$ cat src/rtl/smld_pkg.sv
`default_nettype none
package smld_pkg;

   localparam int DEF_POINT_SLOTS = 256;
   localparam int DEF_COORD_BITS  = 24;

   localparam int INDEX_W     = 8;
   localparam int FIELD_W     = 24;
   localparam int LENGTH_W    = 25;
   localparam int UNIT_W      = 16;
   localparam int UNIT_FRAC   = 14;
   localparam int QUOTIENT_W  = UNIT_FRAC + 1;
   localparam int UNIT_ONE    = 1 << UNIT_FRAC;

   typedef enum logic {
      MODE_WRITE   = 1'b0,
      MODE_SEGMENT = 1'b1
   } mode_type;

   // wrap an index into the table: eight conditional subtract steps
   function automatic logic [16:0] slot_of(input logic [INDEX_W-1:0] idx, input int slots);
      logic [31:0] v;
      logic [31:0] s;
      v = {{(32-INDEX_W){1'b0}}, idx};
      s = 32'(slots);
      for (int k = INDEX_W - 1; k >= 0; k--) begin
         if (v >= (s << k)) begin
            v = v - (s << k);
         end
      end
      return v[16:0];
   endfunction

endpackage
`default_nettype wire

$ cat src/rtl/smld_sqrt.sv
`default_nettype none
module smld_sqrt #(
   parameter int RW = smld_pkg::DEF_COORD_BITS + 1,
   parameter int SW = 8
) (
   input  wire logic            clock,
   input  wire logic            reset,
   input  wire logic            in_valid,
   output logic                 in_ready,
   input  wire logic [2*RW-1:0] in_value,
   input  wire logic [SW-1:0]   in_side,
   output logic                 out_valid,
   input  wire logic            out_ready,
   output logic      [RW-1:0]   out_root,
   output logic      [SW-1:0]   out_side
);

   localparam int NW  = 2 * RW;
   localparam int RMW = RW + 2;

   logic            v_ff    [RW+1];
   logic [NW-1:0]   n_ff    [RW+1];
   logic [RW-1:0]   rem_ff  [RW+1];
   logic [RW-1:0]   root_ff [RW+1];
   logic [SW-1:0]   side_ff [RW+1];
   logic            ready   [RW+2];
   logic [RW-1:0]   rem_in  [RW];
   logic [RW-1:0]   root_in [RW];

   assign ready[RW+1] = out_ready;

   for (genvar j = 0; j <= RW; j++) begin : g_ready
      assign ready[j] = !v_ff[j] || ready[j+1];
   end

   for (genvar k = 0; k < RW; k++) begin : g_step
      logic [RMW-1:0] rem_sh;
      logic [RMW-1:0] trial;
      assign rem_sh = {rem_ff[k], n_ff[k][NW-1-2*k -: 2]};
      assign trial  = {root_ff[k], 2'b01};
      always_comb begin
         if (rem_sh >= trial) begin
            rem_in[k]  = RW'(rem_sh - trial);
            root_in[k] = {root_ff[k][RW-2:0], 1'b1};
         end else begin
            rem_in[k]  = RW'(rem_sh);
            root_in[k] = {root_ff[k][RW-2:0], 1'b0};
         end
      end

      always_ff @(posedge clock) begin
         if (reset) begin
            v_ff[k+1] <= 1'b0;
         end else if (ready[k+1]) begin
            v_ff[k+1] <= v_ff[k];
         end
      end

      always_ff @(posedge clock) begin
         if (ready[k+1]) begin
            n_ff[k+1]    <= n_ff[k];
            rem_ff[k+1]  <= rem_in[k];
            root_ff[k+1] <= root_in[k];
            side_ff[k+1] <= side_ff[k];
         end
      end
   end

   always_ff @(posedge clock) begin
      if (reset) begin
         v_ff[0] <= 1'b0;
      end else if (ready[0]) begin
         v_ff[0] <= in_valid;
      end
   end

   always_ff @(posedge clock) begin
      if (ready[0]) begin
         n_ff[0]    <= in_value;
         rem_ff[0]  <= '0;
         root_ff[0] <= '0;
         side_ff[0] <= in_side;
      end
   end

   assign in_ready  = ready[0];
   assign out_valid = v_ff[RW];
   assign out_root  = root_ff[RW];
   assign out_side  = side_ff[RW];

endmodule
`default_nettype wire

$ cat config.mk
export PLATFORM = sky130hd
export DESIGN_NAME = smld_sqrt
export DESIGN_NICKNAME = d
export VERILOG_FILES = /design/src/rtl/smld_pkg.sv /design/src/rtl/smld_sqrt.sv
export SDC_FILE = /design/constraint.sdc
export NUM_CORES = 2
export LEC_CHECK = 0
export BUFFER_PORTS_ARGS = -buffer_cell sky130_fd_sc_hd__buf_2
export CAP_MARGIN = 20
export CORE_ASPECT_RATIO = 1.5
export CORE_MARGIN = 4
export CORE_UTILIZATION = 50
export CTS_CLUSTER_DIAMETER = 80
export CTS_CLUSTER_SIZE = 16
export DETAILED_ROUTE_END_ITERATION = 10
export GPL_TIMING_DRIVEN = 0
export PLACE_DENSITY = 0.66
export REMOVE_ABC_BUFFERS = 1
export SYNTH_ARGS = -nofsm -noshare
export SYNTH_HDL_FRONTEND = slang
export SYNTH_SLANG_ARGS = --single-unit
$ cat constraint.sdc
create_clock -name clock -period 32.1 [get_ports clock]
set_input_delay 3.21 -clock clock [delete_from_list [all_inputs] [get_ports clock]]
set_output_delay 3.21 -clock clock [all_outputs]
set_load 0.005 [all_outputs]
Yosys cells after proc, flatten, opt, wreduce, memory -nomap -nowiden
Memories as Yosys holds them, arrays and structs flattened.
Cells that the tools add are included.
{"block": "op_classes", "addsub": 25, "order_cmp": 25, "n_mux": 182, "bitwise": 26, "reduce_logical": 52}
{"op": "$ge A27 B27 Y1", "n": 25}
{"op": "$mux W25", "n": 25}
{"op": "$sub A25 B25 Y25", "n": 25}
{"op": "$mux W1", "n": 157}
{"op": "$logic_not A1 Y1", "n": 26}
{"op": "$logic_or A1 B1 Y1", "n": 26}
{"op": "$or A1 B1 Y1", "n": 26}
{"block": "totals", "reg_bits": 0, "ramBits": 2834, "input_bits": 62, "output_inout_bits": 35, "elab_cells": 315, "n_memories": 5}
{"memory": "n_ff", "depth": 26, "width": 50, "rd": 25, "rd_ports_with_merged_regs": 0, "wr": 26, "line": "smld_sqrt.sv:22", "rtl": "logic [NW-1:0] n_ff [RW+1];"}
{"memory": "rem_ff", "depth": 26, "width": 25, "rd": 25, "rd_ports_with_merged_regs": 0, "wr": 26, "line": "smld_sqrt.sv:23", "rtl": "logic [RW-1:0] rem_ff [RW+1];"}
{"memory": "root_ff", "depth": 26, "width": 25, "rd": 26, "rd_ports_with_merged_regs": 0, "wr": 26, "line": "smld_sqrt.sv:24", "rtl": "logic [RW-1:0] root_ff [RW+1];"}
{"memory": "side_ff", "depth": 26, "width": 8, "rd": 26, "rd_ports_with_merged_regs": 0, "wr": 26, "line": "smld_sqrt.sv:25", "rtl": "logic [SW-1:0] side_ff [RW+1];"}
{"memory": "v_ff", "depth": 26, "width": 1, "rd": 26, "rd_ports_with_merged_regs": 0, "wr": 26, "line": "smld_sqrt.sv:21", "rtl": "logic v_ff [RW+1];"}

Depth between registers and ports, before layout
An unclocked memory read counts as a cell.
{"block": "logic_depth", "depth_word": 32, "ltp_mapped": 15, "mapped_depth_nobuf": 15}

Least setup slack after synthesis
Ideal clock, no wire load.
{"block": "synth_path", "path_type": "input-to-output", "start": "input out_ready", "end": "output in_ready", "arrival_ns": 13.442, "required_ns": 28.890, "setup_slack_ns": 15.448, "stages": 14, "n_path_buf": 0, "cell_sequence": "nor2b_1 -> and2_1 -> inv_1 -> nor3_1 -> and2_1 -> inv_1 -> nor2_1 -> inv_1 -> nor2_1 -> inv_1 -> nor2_1 -> inv_1 -> nor2_1 -> nand2_1"}
{"element": "start, declared", "line": "smld_sqrt.sv:13", "rtl": "input wire logic out_ready,"}
{"element": "end, declared", "line": "smld_sqrt.sv:9", "rtl": "output logic in_ready,"}

==> impl_metrics.ini <==
[critical_path]
worst-setup-path-type = in -> out
r2r-end = side_ff[0][2]
cp.required_ps = 28890
end_kind = output port
worstPathMaxFanout = 43
timing.critical_path.from = out_ready
reg2reg_slack_ps = 25540
critical_path_arrival_ps = 9430
rr_startpoint = v_ff[0][25]
critPathLaunchType = input pin
reg2regPathDepth = 16
cp-endpoint = in_ready

[grt]
grtUsageTotal = 0.179
grt_first_pass_wirelength_mm = 225
first_global_vias = 43500
antenna_found_initial = 2
overflow = 0
grt_start_max_net_pins = 72

[yosys]
synth-seq-area-share = 0.690
netlist_top_cells_count = edfxtp_1 (1,777), inv_1 (460), nand2_1 (366)
synth_top_area_frac = 0.690
ys_types = 81
synth_top_cell_by_area = edfxtp_1
syn_inst = 5567
synth_edf_count = 1777
syn_area_mm2 = 0.0773
yosys_warnings = 0
ys_ff_latch = 1777
synth_most_common_cell = edfxtp_1
synthArstFlopShare = 0
synth_flop_cell = edfxtp_1
synth_area_per_cell_um2 = 13.9
synth.area.top_cells = edfxtp_1 (69%), ha_1 (5.7%), xor2_1 (2.6%)

[die]
die_w_um = 329
die-area_mm2 = 0.161
fp-row-count = 176
core_area_mm2 = 0.153
ioPinCount = 97
initial_utilization = 0.504
die_height_um = 490

[timing]
worst_pin_slew_ps = 1040
fmax_mhz = 79.1
hold_viol = 0
post-route-min-period_ps = 12640
drv_slew = 0
setup_viol = 0
tns_ps = 0
skew_ps = 86.6
relSlewSlack = 0.299
period_share = 0.394
rsz0062_at_grt = false

[place]
hpwl_mm = 110
place_inst = 7666
gp_congestion = 0.920
port_buffers = 96
placed_area_mm2 = 0.0809

[clock_tree]
cts-root-buf = clkbuf_16
numCtsBuffers = 121
cts_setup_buffers = 0
cts_max_level = 3
clkSlewWorstSetupHoldPaths_ps = 70
post_cts_resized = 0
hold_buffers = 0
clock-sinks = 1777
clock_latency_ps = 800
cts_buffer_depth = 3
cts_tree = done

[worst_hold_path]
hold_class = reg -> reg

[status]
status = complete, no violations

[run]
cap_violations = 0

[pwr]
p_leak_uw = 0.0338
ir_drop_mv = 0.0510
pwr_density_cell_mw_per_mm2 = 65.2

[cells_and_area]
synthToLayoutAreaGrowth_pct = 8.90
final_area_mm2 = 0.0842
final_cell_count_no_fill = 7798
nFillCells = 12400
drive_above_1_share = 0.0677
fin_nets = 6155
multiInputGateArea_mm2 = 0.0220
seqCellArea_mm2 = 0.0534

[routing]
vias_per_cell = 5.39
wl_per_cell_um = 18.3
dr.pass1.iters = 5
dr.first_iter.drc_count = 2083
drc = 0
vias = 42000
drt-total-wl_mm = 143
drtAntennaViolNets = 0
-- metal layers --
| metal | track usage | wire (um) | vias up |
|---|---|---|---|
| met1 | 0.155 | 45400 | 20300 |
| met2 | 0.379 | 85200 | 683 |
| met4 | 0.103 | 8720 | 0 |
| met5 | 0 | 0 | - |
| li1 | - | - | 20700 |
| met3 | 0.0195 | 3720 | 355 |
-- cell usage in the layout, fill, tap and decap left out, types with 10 or more instances in the layout --
| cell type | synthesis | layout |
|---|---|---|
| edfxtp_1 | 1777 | 1777 |
| inv_1 | 460 | 448 |
| nand2_1 | 366 | 357 |
| nor2_1 | 360 | 356 |
| ha_1 | 351 | 351 |
| a21oi_1 | 327 | 327 |
| o21ai_0 | 287 | 287 |
| xor2_1 | 230 | 230 |
| xnor2_1 | 228 | 228 |
| clkbuf_16 | 0 | 121 |
| nor3_1 | 108 | 106 |
| a21o_1 | 98 | 98 |
| buf_2 | 3 | 97 |
| nand3_1 | 82 | 78 |
| o21a_1 | 76 | 76 |
| nand2b_1 | 66 | 66 |
| nor4_1 | 65 | 64 |
| nor2b_1 | 58 | 58 |
| or3_1 | 51 | 51 |
| mux2_2 | 47 | 47 |
| nand4_1 | 46 | 46 |
| o31ai_1 | 37 | 37 |
| or4_1 | 30 | 30 |
| and3_1 | 30 | 30 |
| o21bai_1 | 25 | 25 |
| a31oi_1 | 24 | 24 |
| a211oi_1 | 23 | 23 |
| or2_2 | 22 | 22 |
| nand3b_1 | 20 | 20 |
| a21boi_0 | 17 | 17 |
| nor3b_1 | 17 | 17 |
| and2_1 | 16 | 16 |
| buf_12 | 0 | 14 |
| and3b_1 | 12 | 12 |
| buf_16 | 0 | 12 |
| o211ai_1 | 11 | 11 |
| a211o_1 | 10 | 10 |
-- state kept, by name, summed over array words and instances, names as in the netlist --
register,flops
n_ff,650
side_ff,208
root_ff,325
rem_ff,568
v_ff,26
-- power by group --
group,leakage [uW],switching (uW),internal (uW)
Combinational,0.0142,503,399
Sequential,0.0180,221,2970
Clock,0.00159,719,680
Total,0.0338,1440,4040
-- how the worst min path moves through the flow --
stage | endpoint | cells past startpoint | slack [ps] | from
3_5_place_dp | n_ff[0][103] | 0 | 400 | n_ff[0][53]
6_report | n_ff[0][478] | 0 | 410 | n_ff[0][428]
4_1_cts | root_ff[0][435] | 0 | 400 | root_ff[0][409]
3_3_place_gp | n_ff[0][141] | 0 | 400 | n_ff[0][91]
5_1_grt | n_ff[0][478] | 0 | 420 | n_ff[0][428]
2_1_floorplan | n_ff[0][1000] | 0 | 400 | n_ff[0][950]
-- metrics by stage --
step                      hold WS, ps  total power [uW]   util  worst slack (ps)
after floorplan                   400              3830      -             15450
after global placement            402              4100  0.521             10650
after detailed placement          405              4140  0.527             19250
after CTS                         404              5540  0.548             19230
after global routing              416              5770  0.548             18810
final                             411              5490  0.548             19460
-- critical path, stage by stage --
cell and delay [ps]:
buf_2 90, nor2b_1 240, and2_1 360, inv_2 250, nor3_1 530, and2_1 270
inv_2 200, nor2_1 660, inv_2 430, nor2_1 480, inv_4 150, nor2_1 760
inv_4 410, buf_12 300, nor2_1 260, nand2_2 320, buf_12 290, buf_2 150
-- kinds of logic (layout without fill, tap and decap cells) --
family	Yosys count	count (layout)	share of synthesized area
compound gates	1000	1000	0.0780
mux	53	53	0.00762
other cells	1	2	0.0000485
buf+inv	540	723	0.0268
fa+ha+maj	351	351	0.0568
xor+xnor	458	458	0.0519
flops	1777	1777	0.690
simple gates	1387	1387	0.0885
-- cell type report --
cell class | instances | area share
diodes | 1 | 0.0000297
repair buffers | 132 | 0.0145
multi-input cells | 3250 | 0.262
flip-flops and latches | 1777 | 0.634
inverters | 460 | 0.0206
clock inverters | 10 | 0.00291
clock buffers | 121 | 0.0360
well taps | 2047 | 0.0304
(Power assumes the default switching activity.)
