## config.mk

```make
export PLATFORM = sky130hd
export DESIGN_NAME = smld_div
export DESIGN_NICKNAME = d
export VERILOG_FILES = /design/src/rtl/smld_pkg.sv /design/src/rtl/smld_div.sv
export SDC_FILE = /design/constraint.sdc
export NUM_CORES = 2
export LEC_CHECK = 0
export BUFFER_PORTS_ARGS = -buffer_cell sky130_fd_sc_hd__buf_2
export CAP_MARGIN = 20
export CELL_PAD_IN_SITES_DETAIL_PLACEMENT = 0
export CELL_PAD_IN_SITES_GLOBAL_PLACEMENT = 1
export CORE_AREA = 4 4 463 465
export DETAILED_ROUTE_END_ITERATION = 12
export DIE_AREA = 0 0 467 469
export GPL_TIMING_DRIVEN = 0
export MAX_ROUTING_LAYER = met4
export PLACE_DENSITY_LB_ADDON = 0.1
export SETUP_SLACK_MARGIN = 0.5
export SLEW_MARGIN = 10
export SYNTH_ARGS = -nofsm -noshare
export SYNTH_HDL_FRONTEND = slang
export SYNTH_SLANG_ARGS = --single-unit
```

## constraint.sdc

```tcl
create_clock -name clock -period 8.94 [get_ports clock]
set_input_delay 0.447 -clock clock [delete_from_list [all_inputs] [get_ports clock]]
set_output_delay 0.447 -clock clock [all_outputs]
set_load 0.02 [all_outputs]
```

## src/rtl/smld_pkg.sv

```systemverilog
`default_nettype none
package smld_pkg;

   localparam int DEF_POINT_SLOTS = 256;
   localparam int DEF_COORD_BITS  = 24;

   localparam int INDEX_W     = 8;
   localparam int FIELD_W     = 24;
   localparam int LENGTH_W    = 25;
   localparam int UNIT_W      = 16;
   localparam int UNIT_FRAC   = 14;
   localparam int QUOTIENT_W  = UNIT_FRAC + 1;
   localparam int UNIT_ONE    = 1 << UNIT_FRAC;

   typedef enum logic {
      MODE_WRITE   = 1'b0,
      MODE_SEGMENT = 1'b1
   } mode_type;

   // wrap an index into the table: eight conditional subtract steps
   function automatic logic [16:0] slot_of(input logic [INDEX_W-1:0] idx, input int slots);
      logic [31:0] v;
      logic [31:0] s;
      v = {{(32-INDEX_W){1'b0}}, idx};
      s = 32'(slots);
      for (int k = INDEX_W - 1; k >= 0; k--) begin
         if (v >= (s << k)) begin
            v = v - (s << k);
         end
      end
      return v[16:0];
   endfunction

endpackage
`default_nettype wire

```

## src/rtl/smld_div.sv

```systemverilog
`default_nettype none
module smld_div #(
   parameter int MW = smld_pkg::DEF_COORD_BITS,
   parameter int LW = smld_pkg::DEF_COORD_BITS + 1,
   parameter int SW = 8
) (
   input  wire logic                              clock,
   input  wire logic                              reset,
   input  wire logic                              in_valid,
   output logic                                   in_ready,
   input  wire logic [MW-1:0]                     in_mag_x,
   input  wire logic [MW-1:0]                     in_mag_y,
   input  wire logic [LW-1:0]                     in_len,
   input  wire logic [SW-1:0]                     in_side,
   output logic                                   out_valid,
   input  wire logic                              out_ready,
   output logic      [smld_pkg::QUOTIENT_W-1:0]   out_quot_x,
   output logic      [smld_pkg::QUOTIENT_W-1:0]   out_quot_y,
   output logic      [LW-1:0]                     out_len,
   output logic      [SW-1:0]                     out_side
);

   localparam int QB = smld_pkg::QUOTIENT_W;
   localparam int DW = MW + smld_pkg::UNIT_FRAC;
   localparam int CW = LW + QB - 1;

   logic            v_ff    [QB+1];
   logic [DW-1:0]   rem_ff  [QB+1][2];
   logic [QB-1:0]   quot_ff [QB+1][2];
   logic [LW-1:0]   len_ff  [QB+1];
   logic [SW-1:0]   side_ff [QB+1];
   logic            ready   [QB+2];
   logic [DW-1:0]   rem_in  [QB][2];
   logic [QB-1:0]   quot_in [QB][2];

   assign ready[QB+1] = out_ready;

   for (genvar j = 0; j <= QB; j++) begin : g_ready
      assign ready[j] = !v_ff[j] || ready[j+1];
   end

   for (genvar k = 0; k < QB; k++) begin : g_step
      logic [CW-1:0] dsh;
      assign dsh = CW'(len_ff[k]) << (QB - 1 - k);

      for (genvar l = 0; l < 2; l++) begin : g_lane
         always_comb begin
            if (CW'(rem_ff[k][l]) >= dsh) begin
               rem_in[k][l]  = DW'(CW'(rem_ff[k][l]) - dsh);
               quot_in[k][l] = {quot_ff[k][l][QB-2:0], 1'b1};
            end else begin
               rem_in[k][l]  = rem_ff[k][l];
               quot_in[k][l] = {quot_ff[k][l][QB-2:0], 1'b0};
            end
         end
      end

      always_ff @(posedge clock) begin
         if (reset) begin
            v_ff[k+1] <= 1'b0;
         end else if (ready[k+1]) begin
            v_ff[k+1] <= v_ff[k];
         end
      end

      always_ff @(posedge clock) begin
         if (ready[k+1]) begin
            rem_ff[k+1]  <= rem_in[k];
            quot_ff[k+1] <= quot_in[k];
            len_ff[k+1]  <= len_ff[k];
            side_ff[k+1] <= side_ff[k];
         end
      end
   end

   always_ff @(posedge clock) begin
      if (reset) begin
         v_ff[0] <= 1'b0;
      end else if (ready[0]) begin
         v_ff[0] <= in_valid;
      end
   end

   always_ff @(posedge clock) begin
      if (ready[0]) begin
         rem_ff[0][0]  <= {in_mag_x, {smld_pkg::UNIT_FRAC{1'b0}}};
         rem_ff[0][1]  <= {in_mag_y, {smld_pkg::UNIT_FRAC{1'b0}}};
         quot_ff[0][0] <= '0;
         quot_ff[0][1] <= '0;
         len_ff[0]     <= in_len;
         side_ff[0]    <= in_side;
      end
   end

   assign in_ready   = ready[0];
   assign out_valid  = v_ff[QB];
   assign out_quot_x = quot_ff[QB][0];
   assign out_quot_y = quot_ff[QB][1];
   assign out_len    = len_ff[QB];
   assign out_side   = side_ff[QB];

endmodule
`default_nettype wire

```

; Word level (Yosys, flattened, before mapping)
; Memory sizes are Yosys's and may differ from the RTL's.
; Index checks and enable logic that the tools add are counted.
; Widths: inputs -> output; s select.
[totals]
ramBits = 2240
wordCells = 255
regBits = 0
output_inout_bits = 65
mem_count = 5
input_bits = 85
[memory_table]
columns = memory, depth, word_bits, read_ports, rd_clocked_by_memory_dff, write_ports, line_no
row1 = rem_ff, 16, 76, 15, 0, 16, smld_div.sv:28  ; logic [DW-1:0] rem_ff [QB+1][2];
row2 = quot_ff, 16, 30, 16, 0, 16, smld_div.sv:29  ; logic [QB-1:0] quot_ff [QB+1][2];
row3 = len_ff, 16, 25, 16, 0, 16, smld_div.sv:30  ; logic [LW-1:0] len_ff [QB+1];
row4 = side_ff, 16, 8, 16, 0, 16, smld_div.sv:31  ; logic [SW-1:0] side_ff [QB+1];
row5 = v_ff, 16, 1, 16, 0, 16, smld_div.sv:27  ; logic v_ff [QB+1];
[classes]
reduce_logical = 32
add_sub_neg = 30
magnitude_cmp = 30
bitwise_logic = 16
mux = 142
[ops]
columns = cell, n
row1 = $mux 38, 30
row2 = $sub 38x38->38, 4
row3 = $mux 1, 112
row4 = $ge 38x39->1, 2
row5 = $ge 38x25->1, 2
row6 = $ge 38x26->1, 2
row7 = $ge 38x27->1, 2
row8 = $ge 38x28->1, 2
row9 = $ge 38x29->1, 2
row10 = $ge 38x30->1, 2
row11 = $ge 38x31->1, 2
row12 = $ge 38x32->1, 2
row13 = $ge 38x33->1, 2
row14 = $ge 38x34->1, 2
row15 = $ge 38x35->1, 2
row16 = $ge 38x36->1, 2
row17 = $ge 38x37->1, 2
row18 = $ge 38x38->1, 2
row19 = $sub 38x25->38, 2
row20 = $sub 38x26->38, 2
row21 = $sub 38x27->38, 2
row22 = $sub 38x28->38, 2
row23 = $sub 38x29->38, 2
row24 = $sub 38x30->38, 2
row25 = other kinds (10), 62

; Longest topological paths before layout
; An unclocked memory read counts as a cell.
[logic_depth]
word_depth = 22
depth_mapped = 15
ltp_nobuf = 14

; Worst setup path before layout
; Ideal clock, no wire load.
[synth_path]
kind = register to register
startpoint = mem v_ff[15][0], in the netlist v_ff[7][1]
endpoint = mem v_ff[0][0], data pin
synth_period_minus_slack_ps = 9101
arrival_time_ps = 8954
path_stages_with_launch = 11
n_path_buf = 0
setup_time_ps = 146
required_ps = 8794
setup_slack_ps = -161
path_cell_list = edfxtp_1 -> nor2b_1 -> and3_1 -> and3_1 -> inv_1 -> nor3_1 -> and2_1 -> inv_1 -> nor2_1 -> nand3_1 -> and3b_1
[synth_lines]
columns = item, line_no
row1 = "start, declared", smld_div.sv:27

==> results by group <==
Yosys
  – Post-synth top flop: edfxtp_1
  – Syn Area/Cell: 11.0 um2
  – Yosys top cell area share: 51.6%
  – Post-synth EDFFs: 1686
  – Register area share after synthesis: 51.6%
  – Share of flip-flops with an asynchronous set or reset: 0%
  – Yosys cell types: 105
  – Synth warn: 0
  – Post-Syn Area: 98200 um2
  – Mapped Cells: 8900
  – Commonest cells in the netlist: 1686 x edfxtp_1, 746 x ha_1, 736 x nand2_1
  – Seq cells post-synth: 1686
  – Mapped Nets: 9759
  – Synth area leader: edfxtp_1
  – Ranking of synthesized cells by area: edfxtp_1 52%, ha_1 9.5%, a21oi_1 3.6%, xnor2_1 3.2%, o21ai_0 3.1%
  – Count leader, synth: edfxtp_1

Floorplan
  – Initial Util: 46.8%
  – Die Area: 219000 um2
  – Std cell rows: 168
  – Die height: 469 um
  – Core footprint: 210000 um2
  – Die Wd: 467 um
  – I/O pin total: 150

Route
  – Routed Antenna Nets: 0
  – Vias per inst: 5.72
  – Remaining DRCs: 0
  – Via count: 70400
  – First-pass DRT Iterations: 6
  – Initial drt markers: 6077
  – WL final: 293000 um
  – Routed len/inst: 23.8 um

STA
  – Unrepaired setup endpoints after global routing: false
  – Worst slew margin: 26.6%
  – Final worst slack: 2.53 ns
  – Endpoints failing hold: 0
  – Slew @ Worst Pin: 1.10 ns
  – Crit share post-route: 71.7%
  – Fin crit period: 6.41 ns
  – Upper clock frequency limit: 0.156 GHz
  – Fin. max-slew vios: 0
  – Min Hold Slack: 0.309 ns
  – Worst clock skew: 0.0585 ns
  – Final setup violating endpoints: 0

Power and ir drop
  – Sequential Power Share: 36.4%
  – Switching power share of the total: 39.6%
  – Maximum vdd ir drop: 0.000230 V
  – Pwr dens: 357 nW/um2
  – Comb pwr share: 43.6%
  – Static Leak: 44.3 nW
  – Internal Power: 23.8 mW
  – Power share of the clock group: 20.1%
  – Psw: 15.6 mW

Finish
  – Multi-input logic area: 44200 um2
  – Core Util, Final: 52.6%
  – Layout cell share with drive strength beyond 1: 8.34%
  – Post-route cell area: 110000 um2
  – Fill cell count: 18500
  – Area growth syn-to-layout: 12.3%
  – Nets@finish: 10200
  – FF/Latch Area: 50600 um2

Place
  – Placement Setup Slack: 3.17 ns
  – Area after DPL: 103000 um2
  – Gpl congestion: 0.947
  – Hpwl dp: 235000 um
  – Port bufs: 149

CTS
  – CTS tree: done
  – Htree depth: 4
  – Clock latency on the worst-skew pair: 0.85 ns
  – Hold_buf cts: 84
  – Root Driver: clkbuf_16
  – Longest Clk Path Bufs: 3
  – Resized cells post-CTS: 0
  – Setup repair bufs after CTS: 0
  – Clock-pin slew on the worst setup and hold paths: 0.06 ns
  – # clock sinks: 1686
  – Inserted Clock Buffers: 185

Outcome
  – Outcome: complete, no violations

Setup path
  – Worst setup EP type: output port
  – Highest net fanout along the worst path: 60
  – WP data required: 8.49 ns
  – Startpoint Class: register
  – Critical path arrival: 5.96 ns
  – Type of the worst setup path: register to output port

Global route
  – Largest net degree at the start of global routing: 98
  – First-pass GRT wire length: 431000 um
  – Initial antenna violation count: 8
  – GRT Total Usage: 27.0%
  – GRT overflow: 0
  – Vias in the first global route: 67700

Min path
  – Worst min path class: input pin to register

Run
  – Max-cap viol count: 0
## registers in the layout, indices dropped and copies added (netlist names)
signal / flops
len_ff: 400
side_ff: 128
rem_ff: 902
v_ff: 16
quot_ff: 240
## critical path: stages (launching register included)
cell and delay [ns]:
edfxtp_1 0.36, nor2b_1 0.37, and3_1 0.38, and3_1 0.35
clkinvlp_4 0.74, nor3_1 0.69, and2_1 0.47, inv_6 0.17
nor2_1 0.54, nand3_4 0.41, buf_16 0.34, buf_2 0.23
## cells by family after synthesis
kind of cell	synth area share (%)
buffers and inverters	3.41
XOR/XNOR	6.10
multiplexers	1.74
AND/OR/NAND/NOR	11.6
flip-flops	51.6
AO/OA/AOI/OAI	15.5
adder cells (fa/ha/maj)	10.1
## power by group through the flow
stage / clock, mW / combinational (mW) / sequential, mW
global placement: 0 / 16.7 / 14.5
floorplan: 0 / 12.3 / 13.2
CTS: 8.10 / 17.0 / 14.3
detailed placement: 0 / 16.8 / 14.5
global route: 8.45 / 18.8 / 14.5
finish: 7.90 / 17.1 / 14.3
## layout by cell type (no fill, tap or decap), types with 147 or more instances in the layout
| cell | count |
|---|---|
| edfxtp_1 | 1686 |
| ha_1 | 746 |
| nand2_1 | 732 |
| a21oi_1 | 699 |
| o21ai_0 | 612 |
| inv_1 | 589 |
| nor2_1 | 583 |
| xnor2_1 | 356 |
| xor2_1 | 328 |
| a21o_1 | 323 |
| buf_2 | 196 |
| clkbuf_16 | 190 |
| nor3_1 | 182 |
| clkbuf_1 | 147 |
## metal layers
layer	routed length, um	vias to the layer above	share of wire, %	GRT usage [%]
met2	140000	1803	48	44.1
met1	132000	34300	45	36.1
met4	7320	0	2.5	6.64
met5	0	-	0	-
li1	-	33900	-	-
met3	13900	370	4.8	3.28
## cell type report
| type | count | share of cell area [%] |
|---|---|---|
| flip-flops and latches | 1686 | 45.9 |
| multi-input cells | 6385 | 40.1 |
| clock buffers | 213 | 4.39 |
| well taps | 2805 | 3.18 |
| inverters | 601 | 2.08 |
| repair buffers | 258 | 1.93 |
| clock inverters | 131 | 1.35 |
| plain buffers | 228 | 0.991 |
| diodes | 4 | 0.00908 |
## through the flow
stage	instances	power [mW]	setup TNS [ns]
final	12300	39.3	0
after global routing	12300	41.8	0
after CTS	12300	39.4	0
after detailed placement	11900	31.3	0
after global placement	11900	31.2	-455.00
after floorplan	8900	25.5	0
## path summary, 6_finish.rpt
check                        from         endpoint  slack (ns)  cells after the start
setup reg to reg       v_ff[7][1]   rem_ff[0][296]        3.49                     12
hold reg to reg   quot_ff[0][285]  quot_ff[0][316]        0.40                      0
setup / recovery       v_ff[7][1]         in_ready        2.53                     11
hold / removal       in_mag_x[21]    rem_ff[0][73]        0.31                      2
Note: power is estimated with default switching activity, not from simulation.
